### config.mk
export PLATFORM = sky130hd
export DESIGN_NAME = pid_windowed_integral
export DESIGN_NICKNAME = d
export VERILOG_FILES = /design/src/sv/pwi_pkg.sv /design/src/sv/pwi_seq.sv /design/src/sv/pid_windowed_integral.sv
export SDC_FILE = /design/constraint.sdc
export NUM_CORES = 2
export LEC_CHECK = 0
export ABC_AREA = 1
export BUFFER_PORTS_ARGS = -buffer_cell sky130_fd_sc_hd__buf_2
export CORE_ASPECT_RATIO = 0.7
export CORE_MARGIN = 2
export CORE_UTILIZATION = 45
export CTS_BUF_LIST = sky130_fd_sc_hd__clkbuf_16
export CTS_CLUSTER_SIZE = 8
export DETAILED_ROUTE_END_ITERATION = 6
export HOLD_SLACK_MARGIN = 0.12
export PLACE_DENSITY = 0.67
export SLEW_MARGIN = 25
export SYNTH_ARGS = -nofsm -noshare
export SYNTH_HDL_FRONTEND = slang
export SYNTH_SLANG_ARGS = --single-unit
### constraint.sdc
create_clock -name clock -period 7.7 [get_ports clock]
set_input_delay 1.54 -clock clock [delete_from_list [all_inputs] [get_ports clock]]
set_output_delay 1.54 -clock clock [all_outputs]
set_load 0.005 [all_outputs]
### src/sv/pwi_pkg.sv
// pwi_pkg: shared widths, control-word types and the microcode program of the
// PID block with a sliding-window integral. No dependencies.
package pwi_pkg;

   localparam int WINDOW_DEPTH = 16;
   localparam int PTR_W = (WINDOW_DEPTH > 1) ? $clog2(WINDOW_DEPTH) : 1;

   localparam int REQ_W    = 48;   // sample_time + position
   localparam int RSP_W    = 32;   // adjustment
   localparam int CSR_IDX_W = 8;
   localparam int CSR_DAT_W = 16;

   localparam int ERR_W   = 17;
   localparam int DERR_W  = 18;
   localparam int AREA_W  = 34;
   localparam int SUM_W   = 40;
   localparam int HALF_W  = 20;    // sum split for the multiplier
   localparam int DIV_BITS = 25;   // |derr| << 8 fits in 25 bits
   localparam int DER_W   = 26;
   localparam int MA_W    = 17;
   localparam int MB_W    = 27;
   localparam int PROD_W  = 44;
   localparam int ACC_W   = 58;
   localparam int CNT_W   = 5;
   localparam int PC_W    = 4;

   localparam logic [CSR_IDX_W-1:0] CSR_SETPOINT = 8'd0;
   localparam logic [CSR_IDX_W-1:0] CSR_GAIN_P   = 8'd1;
   localparam logic [CSR_IDX_W-1:0] CSR_GAIN_I   = 8'd2;
   localparam logic [CSR_IDX_W-1:0] CSR_GAIN_D   = 8'd3;

   typedef logic [PC_W-1:0] pc_type;

   typedef enum logic [2:0] {
      MUL_NONE, MUL_AREA, MUL_P, MUL_ILO, MUL_IHI, MUL_D
   } mul_sel_type;

   typedef enum logic [2:0] {
      ACC_HOLD, ACC_CLR, ACC_ADD, ACC_ADD_SH20, ACC_ADD_ASR8
   } acc_op_type;

   typedef enum logic [1:0] {
      DIV_HOLD, DIV_INIT, DIV_STEP, DIV_FIX
   } div_op_type;

   typedef enum logic [1:0] {
      ACT_NONE, ACT_PREP, ACT_AREA, ACT_OUT
   } act_type;

   typedef enum logic [2:0] {
      JMP_NEXT, JMP_WAIT_IN, JMP_LOOP, JMP_WAIT_OUT, JMP_GOTO
   } jmp_type;

   typedef struct packed {
      logic        take_in;
      mul_sel_type mul_sel;
      acc_op_type  acc_op;
      div_op_type  div_op;
      act_type     act;
      jmp_type     jmp;
      pc_type      target;
   } ctrl_type;

   typedef struct packed {
      logic in_fire;
      logic div_more;
      logic out_busy;
   } stat_type;

   localparam pc_type PC_WAIT     = 4'd0;
   localparam pc_type PC_PREP     = 4'd1;
   localparam pc_type PC_AREA_MUL = 4'd2;
   localparam pc_type PC_AREA_ACC = 4'd3;
   localparam pc_type PC_I_LO     = 4'd4;
   localparam pc_type PC_I_HI     = 4'd5;
   localparam pc_type PC_I_ACC    = 4'd6;
   localparam pc_type PC_DIV_LOOP = 4'd7;
   localparam pc_type PC_DIV_FIX  = 4'd8;
   localparam pc_type PC_D_MUL    = 4'd9;
   localparam pc_type PC_D_ACC    = 4'd10;
   localparam pc_type PC_OUT      = 4'd11;

   localparam ctrl_type CTRL_NOP = '{take_in: 1'b0, mul_sel: MUL_NONE, acc_op: ACC_HOLD,
                                     div_op: DIV_HOLD, act: ACT_NONE, jmp: JMP_NEXT,
                                     target: PC_WAIT};

   // Microcode program. Multiplies issue in one step and are consumed in the next.
   function automatic ctrl_type ucode_rom(input pc_type pc);
      ctrl_type w;
      w = CTRL_NOP;
      case (pc)
         PC_WAIT: begin
            w.take_in = 1'b1;
            w.jmp     = JMP_WAIT_IN;
         end
         PC_PREP: begin
            w.act = ACT_PREP;
         end
         PC_AREA_MUL: begin
            w.mul_sel = MUL_AREA;
            w.acc_op  = ACC_CLR;
            w.div_op  = DIV_INIT;
         end
         PC_AREA_ACC: begin
            w.act     = ACT_AREA;
            w.mul_sel = MUL_P;
            w.div_op  = DIV_STEP;
         end
         PC_I_LO: begin
            w.acc_op  = ACC_ADD;
            w.mul_sel = MUL_ILO;
            w.div_op  = DIV_STEP;
         end
         PC_I_HI: begin
            w.acc_op  = ACC_ADD;
            w.mul_sel = MUL_IHI;
            w.div_op  = DIV_STEP;
         end
         PC_I_ACC: begin
            w.acc_op = ACC_ADD_SH20;
            w.div_op = DIV_STEP;
         end
         PC_DIV_LOOP: begin
            w.div_op = DIV_STEP;
            w.jmp    = JMP_LOOP;
            w.target = PC_DIV_LOOP;
         end
         PC_DIV_FIX: begin
            w.div_op = DIV_FIX;
         end
         PC_D_MUL: begin
            w.mul_sel = MUL_D;
         end
         PC_D_ACC: begin
            w.acc_op = ACC_ADD_ASR8;
         end
         PC_OUT: begin
            w.act    = ACT_OUT;
            w.jmp    = JMP_WAIT_OUT;
            w.target = PC_WAIT;
         end
         default: begin
            w.jmp    = JMP_GOTO;
            w.target = PC_WAIT;
         end
      endcase
      return w;
   endfunction

endpackage

### src/sv/pwi_seq.sv
// pwi_seq: microcode sequencer, step counter plus program ROM with jumps.
// Depends on pwi_pkg.
module pwi_seq import pwi_pkg::*; (
   input  logic     clock,
   input  logic     reset,
   input  stat_type stat,
   output ctrl_type ctrl
);

   pc_type pc_ff, pc_in;

   assign ctrl = ucode_rom(pc_ff);

   always_comb begin
      case (ctrl.jmp)
         JMP_NEXT:     pc_in = pc_ff + 1'b1;
         JMP_WAIT_IN:  pc_in = stat.in_fire ? pc_ff + 1'b1 : pc_ff;
         JMP_LOOP:     pc_in = stat.div_more ? ctrl.target : pc_ff + 1'b1;
         JMP_WAIT_OUT: pc_in = stat.out_busy ? pc_ff : ctrl.target;
         JMP_GOTO:     pc_in = ctrl.target;
         default:      pc_in = PC_WAIT;
      endcase
   end

   always_ff @(posedge clock) begin
      if (reset) begin
         pc_ff <= PC_WAIT;
      end else begin
         pc_ff <= pc_in;
      end
   end

endmodule

### src/sv/pid_windowed_integral.sv
// PID controller with a sliding-window integral: one result per input sample.
// Each sample runs through the 25-step restoring divider for the derivative and
// 5 multiplies on one shared multiplier; the next sample is taken only once the
// sequencer has passed its result to the output step.
// The output register lets the next sample transfer while a result waits.
// Reset (synchronous, active high) clears gains, setpoint, sum, history, window.
// Depends on pwi_pkg and pwi_seq.
module pid_windowed_integral import pwi_pkg::*; (
   input  logic                 clock,
   input  logic                 reset,
   input  logic                 req_tvalid,
   output logic                 req_tready,
   input  logic [REQ_W-1:0]     req_tdata,   // [31:0] sample_time, [47:32] position
   output logic                 rsp_tvalid,
   input  logic                 rsp_tready,
   output logic [RSP_W-1:0]     rsp_tdata,   // [31:0] adjustment
   output logic [1:0]           rsp_tuser,   // [0] zero_step, [1] clipped
   input  logic                 csr_valid,
   output logic                 csr_ready,
   input  logic [CSR_IDX_W-1:0] csr_index,
   input  logic [CSR_DAT_W-1:0] csr_data
);

   // ---------------- sequencer ----------------
   ctrl_type ctrl;
   stat_type stat;

   pwi_seq u_seq (
      .clock (clock),
      .reset (reset),
      .stat  (stat),
      .ctrl  (ctrl)
   );

   // ---------------- configuration ----------------
   logic signed [15:0] setpoint_ff, gain_p_ff, gain_i_ff, gain_d_ff;
   logic               csr_fire;
   logic               gain_write;

   assign csr_ready  = 1'b1;
   assign csr_fire   = csr_valid & csr_ready;
   assign gain_write = csr_fire && (csr_index == CSR_GAIN_P || csr_index == CSR_GAIN_I
                                    || csr_index == CSR_GAIN_D);

   always_ff @(posedge clock) begin
      if (reset) begin
         setpoint_ff <= '0;
         gain_p_ff   <= '0;
         gain_i_ff   <= '0;
         gain_d_ff   <= '0;
      end else if (csr_fire) begin
         case (csr_index)
            CSR_SETPOINT: setpoint_ff <= csr_data;
            CSR_GAIN_P:   gain_p_ff   <= csr_data;
            CSR_GAIN_I:   gain_i_ff   <= csr_data;
            CSR_GAIN_D:   gain_d_ff   <= csr_data;
            default: ;   // unknown index: ignored
         endcase
      end
   end

   // ---------------- input capture ----------------
   logic               in_fire;
   logic [31:0]        time_ff;
   logic signed [15:0] pos_ff;

   assign req_tready = ctrl.take_in;
   assign in_fire    = req_tvalid & req_tready;

   always_ff @(posedge clock) begin
      if (in_fire) begin
         time_ff <= req_tdata[31:0];
         pos_ff  <= req_tdata[47:32];
      end
   end

   // ---------------- error, time step, error change ----------------
   logic [31:0]              last_time_ff;
   logic signed [ERR_W-1:0]  last_err_ff;
   logic signed [ERR_W-1:0]  err_ff, err_in;
   logic signed [DERR_W-1:0] derr_ff, derr_in;
   logic [15:0]              step_ff, step_in;
   logic [31:0]              diff;
   logic                     zero_ff;

   assign err_in  = {pos_ff[15], pos_ff} - {setpoint_ff[15], setpoint_ff};
   assign derr_in = {err_in[ERR_W-1], err_in} - {last_err_ff[ERR_W-1], last_err_ff};
   assign diff    = time_ff - last_time_ff;
   // wrapped difference, saturated to 16 bits
   assign step_in = (|diff[31:16]) ? 16'hFFFF : diff[15:0];

   always_ff @(posedge clock) begin
      if (ctrl.act == ACT_PREP) begin
         err_ff  <= err_in;
         derr_ff <= derr_in;
         step_ff <= step_in;
         zero_ff <= (diff == 32'd0);
      end
   end

   // ---------------- shared multiplier ----------------
   logic signed [MA_W-1:0]   mul_a;
   logic signed [MB_W-1:0]   mul_b;
   logic signed [PROD_W-1:0] prod_ff;
   logic [SUM_W-1:0]         sum_ff;
   logic signed [DER_W-1:0]  deriv_ff;

   always_comb begin
      case (ctrl.mul_sel)
         MUL_AREA: begin
            mul_a = err_ff;
            mul_b = {{(MB_W-16){1'b0}}, step_ff};
         end
         MUL_P: begin
            mul_a = {gain_p_ff[15], gain_p_ff};
            mul_b = {{(MB_W-ERR_W){err_ff[ERR_W-1]}}, err_ff};
         end
         MUL_ILO: begin
            // low half of the sum, unsigned
            mul_a = {gain_i_ff[15], gain_i_ff};
            mul_b = {{(MB_W-HALF_W){1'b0}}, sum_ff[HALF_W-1:0]};
         end
         MUL_IHI: begin
            mul_a = {gain_i_ff[15], gain_i_ff};
            mul_b = {{(MB_W-HALF_W){sum_ff[SUM_W-1]}}, sum_ff[SUM_W-1:HALF_W]};
         end
         MUL_D: begin
            mul_a = {gain_d_ff[15], gain_d_ff};
            mul_b = {deriv_ff[DER_W-1], deriv_ff};
         end
         default: begin
            mul_a = '0;
            mul_b = '0;
         end
      endcase
   end

   always_ff @(posedge clock) begin
      prod_ff <= mul_a * mul_b;
   end

   // ---------------- accumulator ----------------
   logic signed [ACC_W-1:0] acc_ff;
   logic signed [ACC_W-1:0] prod_ext;

   assign prod_ext = {{(ACC_W-PROD_W){prod_ff[PROD_W-1]}}, prod_ff};

   always_ff @(posedge clock) begin
      case (ctrl.acc_op)
         ACC_CLR:      acc_ff <= '0;
         ACC_ADD:      acc_ff <= acc_ff + prod_ext;
         ACC_ADD_SH20: acc_ff <= acc_ff + (prod_ext <<< HALF_W);
         ACC_ADD_ASR8: acc_ff <= acc_ff + (prod_ext >>> 8);   // floor of the Q.8 product
         default:      acc_ff <= acc_ff;
      endcase
   end

   // ---------------- window memory and integral sum ----------------
   logic [AREA_W-1:0]       area_mem [WINDOW_DEPTH];
   logic [AREA_W-1:0]       old_rd_ff;
   logic [WINDOW_DEPTH-1:0] valid_ff;
   logic [PTR_W-1:0]        ptr_ff;
   logic [AREA_W-1:0]       area;
   logic [AREA_W-1:0]       oldest;
   logic                    area_wr;

   assign area_wr = (ctrl.act == ACT_AREA);
   assign area    = prod_ff[AREA_W-1:0];
   // an entry never written reads as zero
   assign oldest  = valid_ff[ptr_ff] ? old_rd_ff : '0;

   always_ff @(posedge clock) begin
      old_rd_ff <= area_mem[ptr_ff];
      if (area_wr) begin
         area_mem[ptr_ff] <= area;
      end
   end

   always_ff @(posedge clock) begin
      if (reset) begin
         valid_ff     <= '0;
         ptr_ff       <= '0;
         sum_ff       <= '0;
         last_time_ff <= '0;
         last_err_ff  <= '0;
      end else begin
         if (gain_write) begin
            sum_ff <= '0;
         end else if (area_wr) begin
            sum_ff <= sum_ff + {{(SUM_W-AREA_W){area[AREA_W-1]}}, area}
                             - {{(SUM_W-AREA_W){oldest[AREA_W-1]}}, oldest};
         end
         if (area_wr) begin
            valid_ff[ptr_ff] <= 1'b1;
            ptr_ff           <= (ptr_ff == PTR_W'(WINDOW_DEPTH - 1)) ? '0 : ptr_ff + 1'b1;
            last_time_ff     <= time_ff;
            last_err_ff      <= err_ff;
         end
      end
   end

   // ---------------- restoring divider: (|derr| << 8) / step ----------------
   logic [DIV_BITS-1:0] dq_ff;      // dividend shifts out, quotient shifts in
   logic [15:0]         rem_ff;
   logic [CNT_W-1:0]    cnt_ff;
   logic                neg_ff;
   logic [DERR_W-1:0]   derr_mag;
   logic [16:0]         trial;
   logic                qbit;

   assign derr_mag = derr_ff[DERR_W-1] ? DERR_W'(-derr_ff) : DERR_W'(derr_ff);
   assign trial    = {rem_ff, dq_ff[DIV_BITS-1]};
   assign qbit     = (trial >= {1'b0, step_ff});

   always_ff @(posedge clock) begin
      if (reset) begin
         cnt_ff <= '0;
      end else begin
         case (ctrl.div_op)
            DIV_INIT: cnt_ff <= CNT_W'(DIV_BITS);
            DIV_STEP: cnt_ff <= cnt_ff - 1'b1;
            default:  cnt_ff <= cnt_ff;
         endcase
      end
   end

   always_ff @(posedge clock) begin
      case (ctrl.div_op)
         DIV_INIT: begin
            dq_ff  <= {derr_mag[DIV_BITS-9:0], 8'd0};
            rem_ff <= '0;
            neg_ff <= derr_ff[DERR_W-1];
         end
         DIV_STEP: begin
            dq_ff  <= {dq_ff[DIV_BITS-2:0], qbit};
            rem_ff <= qbit ? 16'(trial - {1'b0, step_ff}) : trial[15:0];
         end
         DIV_FIX: begin
            // truncation toward zero; a zero step forces the derivative to 0
            if (zero_ff) begin
               deriv_ff <= '0;
            end else if (neg_ff) begin
               deriv_ff <= -$signed({1'b0, dq_ff});
            end else begin
               deriv_ff <= $signed({1'b0, dq_ff});
            end
         end
         default: ;
      endcase
   end

   // ---------------- saturation and output register ----------------
   logic               rsp_valid_ff, rsp_valid_in;
   logic [RSP_W-1:0]   rsp_adj_ff, sat_val;
   logic               rsp_zero_ff, rsp_clip_ff, sat_clip;
   logic               out_busy, out_load;

   always_comb begin
      if (!acc_ff[ACC_W-1] && (|acc_ff[ACC_W-2:RSP_W-1])) begin
         sat_val  = 32'h7FFF_FFFF;
         sat_clip = 1'b1;
      end else if (acc_ff[ACC_W-1] && !(&acc_ff[ACC_W-2:RSP_W-1])) begin
         sat_val  = 32'h8000_0000;
         sat_clip = 1'b1;
      end else begin
         sat_val  = acc_ff[RSP_W-1:0];
         sat_clip = 1'b0;
      end
   end

   assign out_busy     = rsp_valid_ff & ~rsp_tready;
   assign out_load     = (ctrl.act == ACT_OUT) & ~out_busy;
   assign rsp_valid_in = out_load | out_busy;

   always_ff @(posedge clock) begin
      if (reset) begin
         rsp_valid_ff <= 1'b0;
      end else begin
         rsp_valid_ff <= rsp_valid_in;
      end
   end

   always_ff @(posedge clock) begin
      if (out_load) begin
         rsp_adj_ff  <= sat_val;
         rsp_zero_ff <= zero_ff;
         rsp_clip_ff <= sat_clip;
      end
   end

   assign rsp_tvalid = rsp_valid_ff;
   assign rsp_tdata  = rsp_adj_ff;
   assign rsp_tuser  = {rsp_clip_ff, rsp_zero_ff};

   // ---------------- sequencer status ----------------
   assign stat.in_fire  = in_fire;
   assign stat.div_more = (cnt_ff > CNT_W'(1));
   assign stat.out_busy = out_busy;

   // ---------------- assertions ----------------
   a_zero_deriv: assert property (@(posedge clock) disable iff (reset)
      (ctrl.div_op == DIV_FIX && zero_ff) |=> (deriv_ff == '0))
      else $error("zero step left a nonzero derivative");

   a_rem_bound: assert property (@(posedge clock) disable iff (reset)
      (ctrl.div_op == DIV_FIX && !zero_ff) |-> (rem_ff < step_ff))
      else $error("divider remainder not below the step");

   a_clip_value: assert property (@(posedge clock) disable iff (reset)
      (rsp_valid_ff && rsp_clip_ff) |-> (rsp_adj_ff == 32'h7FFF_FFFF
                                         || rsp_adj_ff == 32'h8000_0000))
      else $error("clipped result not at a rail");

   a_load_source: assert property (@(posedge clock) disable iff (reset)
      $rose(rsp_valid_ff) |-> $past(ctrl.act == ACT_OUT))
      else $error("result appeared outside the output step");

endmodule
# Yosys cells after proc, flatten, opt, wreduce, memory -nomap -nowiden
# Memories as Yosys holds them, arrays and structs flattened. A register that Yosys moved wholly into a read port is not among the register bits.
# Index checks and enable logic that the tools add are counted.
# W data, S select, Z words.
[totals] ff_bits=487 ram_bits=544 input_bits=77 output_inout_bits=37 word_cells=150 mem_count=1
[op_classes] n_addsub=14 mul=1 n_lt_le_gt_ge=4 n_eq_ne=36 mux=30 n_bitwise=8 n_reduce_logical=28
[memory_table] name="area_mem" depth=16 width=34 read_ports=1 rd_ports_with_merged_regs=1 write_ports=1 line="pid_windowed_integral.sv:159" rtl="logic [AREA_W-1:0] area_mem [WINDOW_DEPTH];"
[op_table] operator="$pmux W58 S4" n=1
[op_table] operator="$pmux W27 S5" n=1
[op_table] operator="$pmux W17 S4" n=1
[op_table] operator="$add A58 B36 Y58" n=1
[op_table] operator="$add A58 B44 Y58" n=1
[op_table] operator="$add A58 B58 Y58" n=1
[op_table] operator="$pmux W25 S2" n=1
[op_table] operator="$mul A17 B27 Y44" n=1
[op_table] operator="$add A40 B40 Y40" n=1
[op_table] operator="$sub A40 B40 Y40" n=1
[op_table] operator="$mux W34" n=1
[op_table] operator="$logic_not A32 Y1" n=1
[op_table] operator="$mux W32" n=1
[op_table] operator="$pmux W16 S2" n=1
[op_table] operator="$sub A32 B32 Y32" n=1
[op_table] operator="$neg A25 Y26" n=1
[op_table] operator="$reduce_and A26 Y1" n=1
[op_table] operator="$reduce_or A26 Y1" n=1
[op_table] operator="$mux W25" n=1
[op_table] operator="$pmux W3 S4" n=2
[op_table] operator="$eq A4 B4 Y1 const B" n=5
[op_table] operator="$pmux W4 S5" n=1
[op_table] operator="$eq A3 B2 Y1 const B" n=6
[op_table] operator="$sub A17 B17 Y18" n=1
[op_table] operator="46 further kinds" n=87

# Logic depth before layout (Yosys ltp)
[depth] ltp_word=6 ltp_mapped=37 ltp_nobuf=36

# By module
# From an unflattened synthesis, not the netlist that was laid out.
[unflattened] cells_unflattened=8413 hier_area_um2=72595.9
[modules_own_cells] module="pid_windowed_integral" instances=1 cells_per_inst=8334 area_each_um2=72096.6 seq_area_each_um2=29288.1
[modules_own_cells] module="pwi_seq" instances=1 cells_per_inst=79 area_each_um2=499.2 seq_area_each_um2=80.1

# Worst setup path before layout
# OpenSTA, ideal clock, no wires.
[synth_path] path_kind="reg2reg" startpoint="register u_seq.pc_ff[0]" endpoint="register prod_ff[39]" setup_time_ps=72 arrival_ps=6980 t_required_ps=7628 setup_slack_ps=649 path_stages_with_launch=33 synth_period_minus_slack_ps=7051 path_cell_list="dfxtp_1 inv_1 ha_1 nand2_2 inv_1 nor2_4 nand3_2 inv_2 nor2_4 inv_4 buf_6 nand2_1 nand4_2 inv_2 nor2_1 inv_1 fa_1 inv_1 fa_1 fa_1 fa_1 inv_1 fa_1 fa_1 inv_1 ha_1 nand2_1 nor2_1 inv_1 nor4_1 nand3_1 nand3_1 xor2_1"
[synth_between] elab_chain_len=6 elab_cells_between_ends=15 classes_between="mul: 1; eq/ne: 10; mux: 3; reduce/logical: 1"
[synth_lines] item="start: declaration" line="pwi_seq.sv:10" rtl="pc_type pc_ff, pc_in;"
[synth_lines] item="start signal: assignment" line="pwi_seq.sv:29" rtl="pc_ff <= pc_in;"
[synth_lines] item="$eq A4 B4 Y1 (tied with other cells)" line="pwi_pkg.sv:91" rtl="case (pc)"
[synth_lines] item="$pmux W3 S5 *" line="pwi_pkg.sv:91"
[synth_lines] item="$eq A3 B3 Y1 or $eq A3 B2 Y1 (tied branches)" line="pid_windowed_integral.sv:109" rtl="case (ctrl.mul_sel)"
[synth_lines] item="$reduce_or A2 Y1 (no source line)"
[synth_lines] item="$pmux W17 S4" line="pid_windowed_integral.sv:109"
[synth_lines] item="$mul A17 B27 Y44 *" line="pid_windowed_integral.sv:139" rtl="prod_ff <= mul_a * mul_b;"
[synth_lines] item="end signal: assignment" line="pid_windowed_integral.sv:139"
[synth_lines] item="end: declaration" line="pid_windowed_integral.sv:104" rtl="logic signed [PROD_W-1:0] prod_ff;"
# Every way passes the cells marked *; elsewhere a longest branch is shown, timed or not.
# A chain may end at the register's enable or synchronous reset.

# Worst setup path after layout
[layout_path] startpoint="register u_seq.pc_ff[0]" endpoint="register prod_ff[36]"
# The elaborated chain is that of the path after synthesis.

==> summary.txt <==
Worst-path fanout max - 7
Final min period - 7.49 ns
Leading area contributor after synthesis - edfxtp_1
Dpl ws - -0.0398 ns
Violated checks - DRC
DP HPWL - 175 mm
Status - finished with violations
CP max stage delay - 0.55 ns
Largest net degree at the start of global routing - 137
Max Cap Viol - 0
Mapped Avg Cell Area - 8.68 µm²
Initial antenna violation count - 10
Clk sinks - 1,065
CTS Buffer Depth - 3
Remaining DRCs - 7
Via count of the first global-routing pass - 56,900
Post-route setup TNS - 0 ns
CTS tree - done
DRT iter0 DRCs - 7,673
Async SR Flop Fraction - 0%
Post-synth EDFFs - 804
# IOs - 114
Detailed-route wire length per cell - 22.0 µm
Unique masters post-synth - 61
Vias after detailed routing - 60,000
RD Place Congestion - 1.04
Hold WC Path Type - flip-flop to flip-flop
Crit share post-route - 97.2%
Synth top area share - 33.5%
Worst-path clk slew - 0.05 ns
Critical Path AT - 8.18 ns
Fill cells - 14,800
Max-slew violations - 0
Hold Fails Final Rpt - 0
Final #Nets - 9,409
Reg power frac - 29.1%
Prevailing post-synth register cell - edfxtp_1
Reg area - 29,400 µm²
Commonest cells post-synth - nand2_1 (1,394), inv_1 (1,352), nor2_1 (1,103)
Synthesized cell area - 72,000 µm²
Critical Path Start Type - flip-flop
Cell count after synthesis - 8,294
Die Y - 339 µm
Switching power total - 13.1 mW
YS warnings - 0
Pwr Density - 348 nW/µm²
Slew @ Worst Pin - 1.17 ns
Top area cells in the synthesized netlist - edfxtp_1 (34%), fa_1 (13%), nand2_1 (7.3%)
Die W - 482 µm
Comb pwr share - 48.8%
Slew margin rel. - 21.6%
Area of the multi-input gates - 36,600 µm²
Final core occ - 51.1%
Leakage - 35.8 nW
Hold-fix buffers, CTS - 0
Critical Path End Type - flip-flop
Sw Share - 46.4%
Clock Latency Late Sink - 0.81 ns
CTS H-tree lvls - 4
Port-buffer cells - 112
First-pass GRT wire length - 352 mm
RSZ-0062 raised after global routing - true
Gr ovfl total - 0
Vias per inst - 5.58
CTS Buf Count - 152
Kind of critical path - flip-flop to flip-flop
Sequential share of the synthesized area - 40.8%
Final instance area - 80,900 µm²
Site Rows - 122
TritonRoute pass-1 iters - 7
CP max stage cell - fa_1
Post-Route WL - 236 mm
Area delta synth->final - 12.4%
Die ar. - 163,000 µm²
Worst path required time - 8.39 ns
Yosys reg bits - 1,065
Final Setup Violations - 0
Maximum clock rate - 134 MHz
Starting density of the core - 45.4%
Tot GR Track Use - 28.5%
Ratio of cells with drive above 1 in the final layout - 7.78%
Core ar. - 158,000 µm²
Total internal power - 15.1 mW
Post-route ant nets - 0
Post-Place Cell Area - 76,000 µm²
Clock Power Share - 22.1%
Setup ws final - 0.214 ns
Post-Syn Nets - 9,186
Final clock skew - 0.0582 ns
Count leader, synth - nand2_1
IR drop worst, VDD - 0.359 mV
Root buf cell - clkbuf_16
[logic make-up (layout without fill, tap and decap cells)]
| group | count (synthesis) | after routing | synth area share, % |
|---|---|---|---|
| DFF | 1065 | 1065 | 40.8 |
| xor gates and xnor gates | 146 | 146 | 1.78 |
| AOI/OAI and AO/OA | 1621 | 1621 | 12.3 |
| buffers and inverters | 1652 | 1993 | 8.85 |
| adders and majority gates | 815 | 815 | 19.2 |
| and+or+nand+nor | 2994 | 2994 | 17.1 |
| other | 1 | 3 | 0.00521 |
[path summary, 6_finish.rpt]
path / from / end / slack, ns / cells past startpoint
setup / recovery: u_seq.pc_ff[0] / prod_ff[36] / 0.21 / 29
hold reg to reg: last_time_ff[16] / last_time_ff[16] / 0.46 / 2
hold / removal: last_time_ff[16] / last_time_ff[16] / 0.46 / 2
setup reg to reg: u_seq.pc_ff[0] / prod_ff[36] / 0.21 / 29
[per-stage QoR]
stage	power (mW)	instances	hold slack, ns
2_1_floorplan	16.7	8294	0.424
6_report	28.2	10700	0.457
3_3_place_gp	21.2	10500	0.444
4_1_cts	27.6	10700	0.458
3_5_place_dp	21.3	10500	0.453
5_1_grt	29.8	10700	0.481
[registers in the layout, indices dropped and copies added (netlist names), 17 cells and up]
register	flops
err_ff	17
derr_ff	18
last_time_ff	32
sum_ff	40
dq_ff	25
area_mem	544
deriv_ff	26
time_ff	32
last_err_ff	17
prod_ff	44
old_rd_ff	34
rsp_tdata	32
acc_ff	58
[area by class of cell]
cell class                 instances  area share [%]
clock inverter                   119           0.869
sequential                      1065            36.3
clock buffer                     153            4.73
inverter                        1380            6.46
tap                             2108            3.26
antenna                            2         0.00618
multi-input combinational       5577            45.3
timing repair buffer             341            3.11
[worst max-delay path, delay by kind of cell, from the launching register on]
kind / cells / cell delay (ns)
adder cells (fa/ha/maj): 8 / 3.58
AO/OA/AOI/OAI: 5 / 1.40
AND/OR/NAND/NOR: 7 / 1.05
buffers and inverters: 8 / 0.76
flip-flops: 1 / 0.37
XOR/XNOR: 1 / 0.22
[layer usage]
layer / vias to the layer above / global-route usage [%] / share of wire (%)
met5: - / 0 / 0.055
met3: 336 / 10.9 / 14
met2: 3064 / 39.0 / 40
met1: 29000 / 42.2 / 44
met4: 4 / 6.73 / 2.3
li1: 27600 / - / -
[power groups by stage]
stage | clock network, mW | registers [mW] | logic [mW]
6_report | 6.24 | 8.20 | 13.8
3_5_place_dp | 0 | 8.24 | 13.1
5_1_grt | 6.55 | 8.23 | 15.0
2_1_floorplan | 0 | 7.91 | 8.78
4_1_cts | 6.31 | 8.15 | 13.2
3_3_place_gp | 0 | 8.24 | 13.0
[cell usage in the layout (no fill, tap or decap), types with 20 or more instances in the layout]
cell	n
a211oi_1	37
xor2_1	84
o21ai_0	732
xnor2_1	61
inv_2	20
ha_1	330
nor2_4	23
nor2_1	1081
nor4_1	22
or2_2	20
a21oi_1	503
dfxtp_1	254
a21o_1	38
a31oi_1	35
nor3_1	72
buf_2	112
fa_1	478
nand2_1	1389
nand4_1	90
o21bai_1	31
nand3_1	215
buf_4	206
o22ai_1	142
inv_1	1444
edfxtp_1	804
clkbuf_16	153
[what timing repair did]
| action | in CTS | in global routing |
|---|---|---|
| setup buffers | 2 | 14 |
| hold endpoints to repair | 0 | 0 |
| setup endpoints to repair | 5 | 28 |
| pin swaps | 1 | 8 |
| resized for setup | 2 | 58 |
Power figures use the tool's default switching activity.
